<file path="src/rtl/core/vst_pkg.sv">
// Package: widths, constants, register indexes and helpers of the vertex screen transform.
package vst_pkg;

  localparam int unsigned CoefW      = 16;
  localparam int unsigned PosW       = 32;
  localparam int unsigned ProdW      = CoefW + PosW;
  localparam int unsigned ClipW      = 50;
  localparam int unsigned FracW      = 16;
  localparam int unsigned QuotW      = 40;
  localparam int unsigned IntLimW    = QuotW - FracW;
  localparam int unsigned StepsPerSt = 2;
  localparam int unsigned DivStages  = QuotW / StepsPerSt;
  localparam int unsigned M2W        = QuotW + 3;
  localparam int unsigned SizeW      = 13;
  localparam int unsigned ScaleW     = M2W + SizeW + 1;
  localparam int unsigned YW         = ScaleW + 1;
  localparam int unsigned RowW       = 64;
  localparam int unsigned CfgIdxW    = 3;
  localparam int unsigned Latency    = DivStages + 6;

  localparam logic [RowW-1:0]  Row0Rst = 64'h0000_0000_0000_0100;
  localparam logic [RowW-1:0]  Row1Rst = 64'h0000_0000_0100_0000;
  localparam logic [RowW-1:0]  Row2Rst = 64'h0000_0100_0000_0000;
  localparam logic [RowW-1:0]  Row3Rst = 64'h0100_0000_0000_0000;
  localparam logic [SizeW-1:0] VpWRst  = 13'd640;
  localparam logic [SizeW-1:0] VpHRst  = 13'd480;
  localparam logic [SizeW-1:0] FrHRst  = 13'd480;

  typedef enum logic [CfgIdxW-1:0] {
    CfgRow0 = 3'd0,
    CfgRow1 = 3'd1,
    CfgRow2 = 3'd2,
    CfgRow3 = 3'd3,
    CfgVpW  = 3'd4,
    CfgVpH  = 3'd5,
    CfgFrH  = 3'd6
  } cfg_idx_e;

  typedef logic [RowW-1:0] row_t;
  typedef logic signed [ClipW-1:0] clip_t;

  function automatic logic [PosW-1:0] sat32(input logic signed [YW-1:0] v);
    logic signed [YW-1:0] hi;
    logic signed [YW-1:0] lo;
    hi = YW'(signed'(33'sh0_7FFF_FFFF));
    lo = YW'(signed'(33'sh1_8000_0000));
    if (v > hi) begin
      return 32'h7FFF_FFFF;
    end else if (v < lo) begin
      return 32'h8000_0000;
    end
    return v[PosW-1:0];
  endfunction

endpackage

</file>
<file path="src/rtl/core/vst_post.sv">
// Sign and bias, viewport scaling, halving, flip and saturation.
module vst_post (
  input  logic                       clk_i,
  input  logic                       en_i,
  input  logic [vst_pkg::QuotW-1:0]  q_i [3],
  input  logic                       neg_i [3],
  input  logic                       ovf_i [3],
  input  logic                       wz_i,
  input  logic [vst_pkg::SizeW-1:0]  vp_w_i,
  input  logic [vst_pkg::SizeW-1:0]  vp_h_i,
  input  logic [vst_pkg::SizeW-1:0]  fr_h_i,
  output logic [31:0]                sx_o,
  output logic [31:0]                sy_o,
  output logic [31:0]                dz_o,
  output logic                       wz_o
);
  import vst_pkg::*;

  logic signed [M2W-1:0]    m2_q [3];
  logic                     wz_a_q, wz_b_q, wz_c_q;
  logic signed [ScaleW-1:0] sc_q [3];
  logic [31:0]              sx_q, sy_q, dz_q;

  // stage A: signed quotient plus one
  always_ff @(posedge clk_i) begin
    logic [QuotW:0]          qm;
    logic signed [M2W-1:0]   sq;
    if (en_i) begin
      for (int i = 0; i < 3; i++) begin
        qm = ovf_i[i] ? {1'b1, {QuotW{1'b0}}} : {1'b0, q_i[i]};
        sq = neg_i[i] ? -signed'(M2W'(qm)) : signed'(M2W'(qm));
        m2_q[i] <= sq + M2W'(signed'(18'sh1_0000));
      end
      wz_a_q <= wz_i;
    end
  end

  // stage B: viewport scaling
  always_ff @(posedge clk_i) begin
    if (en_i) begin
      sc_q[0] <= m2_q[0] * signed'({1'b0, vp_w_i});
      sc_q[1] <= m2_q[1] * signed'({1'b0, vp_h_i});
      sc_q[2] <= ScaleW'(m2_q[2]);
      wz_b_q  <= wz_a_q;
    end
  end

  // stage C: floor halving, y flip, saturation
  always_ff @(posedge clk_i) begin
    logic signed [YW-1:0] hx, hy, hz, fy;
    if (en_i) begin
      hx = YW'(sc_q[0] >>> 1);
      hy = YW'(sc_q[1] >>> 1);
      hz = YW'(sc_q[2] >>> 1);
      fy = signed'(YW'({fr_h_i, {FracW{1'b0}}})) - hy;
      sx_q   <= wz_b_q ? '0 : sat32(hx);
      sy_q   <= wz_b_q ? '0 : sat32(fy);
      dz_q   <= wz_b_q ? '0 : sat32(hz);
      wz_c_q <= wz_b_q;
    end
  end

  assign sx_o = sx_q;
  assign sy_o = sy_q;
  assign dz_o = dz_q;
  assign wz_o = wz_c_q;

endmodule

</file>
<file path="config.mk">
export PLATFORM = sky130hd
export DESIGN_NAME = vst_post
export DESIGN_NICKNAME = d
export VERILOG_FILES = /design/src/rtl/core/vst_pkg.sv /design/src/rtl/core/vst_post.sv
export SDC_FILE = /design/constraint.sdc
export NUM_CORES = 2
export LEC_CHECK = 0
export BUFFER_PORTS_ARGS = -buffer_cell sky130_fd_sc_hd__buf_2
export CAP_MARGIN = 10
export CORE_ASPECT_RATIO = 0.75
export CORE_UTILIZATION = 46
export CTS_CLUSTER_SIZE = 14
export DETAILED_ROUTE_END_ITERATION = 6
export SLEW_MARGIN = 40
export SYNTH_ARGS = -nofsm -noshare
export SYNTH_HDL_FRONTEND = slang
export SYNTH_SLANG_ARGS = --single-unit
</file>
<file path="constraint.sdc">
create_clock -name clk_i -period 9.3 [get_ports clk_i]
set_clock_uncertainty 0.1 [all_clocks]
set_input_delay 0.465 -clock clk_i [delete_from_list [all_inputs] [get_ports clk_i]]
set_output_delay 0.465 -clock clk_i [all_outputs]
set_load 0.01 [all_outputs]
</file>
Word level (Yosys, flattened, before mapping)
Memory sizes are Yosys's and may differ from the RTL's.
Index checks and enable logic that the tools add are counted.
- flip-flop bits (word level): 99
- bits in writable memories: 300
- bits of input ports: 168
- output and inout port bits: 97
- word-level logic and storage cells: 49
- memories kept: 2
- memories (memory ; words ; width ; rd ports ; clocked after Yosys merged registers in ; wr ports ; RTL line ; RTL):
    sc_q ; 3 ; 57 ; 3 ; 0 ; 3 ; vst_post.sv:21 ; logic signed [ScaleW-1:0] sc_q [3];
    m2_q ; 3 ; 43 ; 3 ; 0 ; 3 ; vst_post.sv:19 ; logic signed [M2W-1:0] m2_q [3];
- $add $sub $neg: 7
- multiply operators: 2
- magnitude comparators: 6
- multiplexer cells: 26
- operators by type and width (operator ; count):
    $mux 32 ; 9
    $add 43x18->43 const B ; 3
    $mux 43 ; 3
    $neg 41->43 ; 3
    $mux 41 ; 3
    $mul 43x14->57 ; 2
    $gt 56x32->1 const B ; 2
    $lt 56x32->1 const B ; 2
    $gt 57x32->1 const B ; 1
    $lt 57x32->1 const B ; 1
    $sub 30x56->57 ; 1
    $mux 1 ; 11

Depth between registers and ports, before layout
- depth after elaboration: 6
- gate-level depth with buffers: 28
- gate-level depth less buffers: 26

Worst setup path before layout
OpenSTA, ideal clock, no wires.
- path kind: input -> register
- start: input vp_w_i[7] (netlist name)
- end: memory sc_q[0][56] (netlist name) (data pin)
- setup time: 0.261 ns
- data arrival time: 6.948 ns
- data required time: 8.939 ns
- path slack: 1.991 ns
- cell stages on the path: 24
- path buffers: 2
- cell sequence: clkbuf_1 -> clkbuf_1 -> nand2_1 -> fa_1 -> fa_1 -> fa_1 -> inv_1 -> fa_1 -> fa_1 -> inv_1 -> fa_1 -> inv_1 -> ha_1 -> nor2b_1 -> o31a_1 -> a311o_1 -> a41oi_1 -> o221ai_1 -> o21a_1 -> a221o_1 -> a211o_1 -> a21oi_1 -> o21ai_0 -> xnor2_1
- RTL lines (what ; RTL line ; RTL):
    start, declared ; vst_post.sv:9 ; input logic [vst_pkg::SizeW-1:0] vp_w_i,
    end, declared ; vst_post.sv:21 ;

==> impl_metrics.ini <==
[status]
outcome = finished, final reports clean

[global_route]
grt_usage = 0.243
gr-total-overflow = 0
grt_max_degree = 98
grt_pass1_wl_um = 240000
grt_antenna_before_repair = 12
grt_pass1_vias = 42800

[die]
die_w_um = 411
rows = 112
dieArea_um2 = 127000
fp.dieH_um = 309
io_pins = 265
start_util = 0.464
core_um2 = 124000

[logic_synthesis]
ys_warn_count = 0
synth_seq_cells = 381
ys_seq_area_frac = 0.199
synthFlopType = edfxtp_1
syn_area_um2 = 57600
yosysTopAreaCellShare = 0.347
synth_area_per_cell_um2 = 9.39
syn_inst = 6139
ys_types = 95
synth_area_leaders = fa_1 35%, edfxtp_1 20%, inv_1 7.4%
synth-async-reset-ratio = 0
synth_edf_count = 381
synth_nets = 7582
yosysTopAreaCell = fa_1

[final_layout]
utilization = 0.498
layout-drive-gt1-share = 0.0753
final_cells = 7902
mostFrequentLayoutCells = 1135 x inv_1, 998 x fa_1, 776 x nand2_1
nets = 7650
final_common_cell = inv_1
area_growth_pct = 7.40

[drt]
via_per_inst = 5.28
drt_iter0_drc = 3048
drt-pass1-iter-count = 5
drt-total-wl_um = 150000
wl_per_cell_um = 19.0
vias = 41700
postRouteAntennaNets = 0
drc = 0

[flow_run]
drv_cap = 0

[sta]
fin_crit_sh = 0.902
fin_crit_ns = 8.39
setup_slack_ns = 0.910
worstMarginPinSlew_ns = 0.855
finalSetupTns_ns = 0
setup_viol = 0
hold_viol_final = 0
fmax_ghz = 0.119
grt_setup_unrepaired = false
slew_headroom = 0.424
final-max-slew-violation-count = 0

[setup_path]
worst-setup-path-type = reg -> reg
critPathLaunchType = flop
worstPathArrival_ns = 8.64
critPathCaptureType = flop
regToRegStartpoint = m2_q[0][6]$_DFFE_PP_
cpPeakStageDelay_ns = 0.64
slowest_stage = edfxtp_1
crit_fanout = 13
required_ns = 9.55
crit_start = m2_q[0][6]$_DFFE_PP_

[cts]
clk_pin_slew_ns = 0.06
clk_latency_ns = 0.63
root_buffer = clkbuf_16
clkSinkCount = 381
ctsHtreeMaxLevel = 2
cts_buffer_depth = 3
cts_made_buffers = 43
cts_tree = done

[hold_path]
hold_path_class = in -> reg
min_from = q_i[40]

[placed_design]
port_buffers = 264
dp_slack_ns = 0.883
place.gp.congestion = 0.918
dp_hpwl_um = 120000
dp_cells = 7814
## sequential cells by signal (all words and copies together), names as in the netlist
register,cells
wz_a_q,1
sc_q,154
wz_o,1
dz_o,32
m2_q,128
sy_o,32
wz_b_q,1
sx_o,32
## critical path, delay by kind of cell, from the launching register on
kind,cells,cell delay (ns)
flip-flops,1,0.64
buffers and inverters,6,0.30
XOR/XNOR,1,0.18
AND/OR/NAND/NOR,2,0.36
AO/OA/AOI/OAI,10,3.09
adder cells (fa/ha/maj),7,3.43
## cells by family after synthesis
family | share of synthesized area
adders and majority gates | 0.407
and+or+nand+nor | 0.174
xor gates and xnor gates | 0.0432
buffers and inverters | 0.0942
muxes | 0.00198
AOI/OAI and AO/OA | 0.0809
DFF | 0.199
## area by class of cell
| type | count | area [um^2] |
|---|---|---|
| fillers | 11600 | 62400 |
| multi-input cells | 4320 | 40800 |
| flip-flops and latches | 381 | 11400 |
| inverters | 1137 | 4270 |
| well taps | 1653 | 2070 |
| repair buffers | 324 | 1820 |
| clock buffers | 46 | 1090 |
| clock inverters | 33 | 405 |
| diodes | 8 | 20.0 |
## metal layers
| metal | track usage | wire length [um] | vias up |
|---|---|---|---|
| li1 | - | - | 19400 |
| met3 | 0.0578 | 12500 | 160 |
| met5 | 0 | 47 | - |
| met4 | 0.0546 | 3160 | 8 |
| met1 | 0.374 | 73700 | 20900 |
| met2 | 0.341 | 61000 | 1283 |
## synthesized netlist by cell type (all sizes together) (33+ instances only)
master / count
nor4: 42
a31oi: 38
o21ai: 123
nand2b: 33
edfxtp: 381
fa: 998
or3: 38
and2: 537
nor3: 70
nor2b: 44
a21o: 80
xnor2: 190
nor2: 313
a21oi: 252
xor2: 94
clkbuf: 285
nand3: 54
nand2: 777
ha: 277
inv: 1136
## path summary, 6_finish.rpt
kind / endpoint / slack [ns] / cells after the start
max reg2reg: sc_q[0][56]$_DFFE_PP_ / 0.91 / 26
min: m2_q[0][43]$_DFFE_PP_ / 0.09 / 3
max: sc_q[0][56]$_DFFE_PP_ / 0.91 / 26
min reg2reg: sc_q[0][118]$_DFFE_PP_ / 0.31 / 0
## repair_timing
action / 4_1_cts / 5_1_grt
hold buffers: 1 / 0
hold endpoints to repair: 1 / 0
resized for setup: 0 / 0
setup buffers: 0 / 0
endpoints found under the setup margin: 0 / 0
## stage by stage
stage / area (um^2) / hold slack, ns
3_5_place_dp: 60300 / 0.305
3_3_place_gp: 60300 / 0.301
6_report: 61900 / 0.0908
2_1_floorplan: 57600 / 0.300
4_1_cts: 61900 / 0.0426
5_1_grt: 61900 / 0.0929
Power is not shown: default switching activity piles up to over one toggle a cycle in this logic, so the estimate is an artifact.
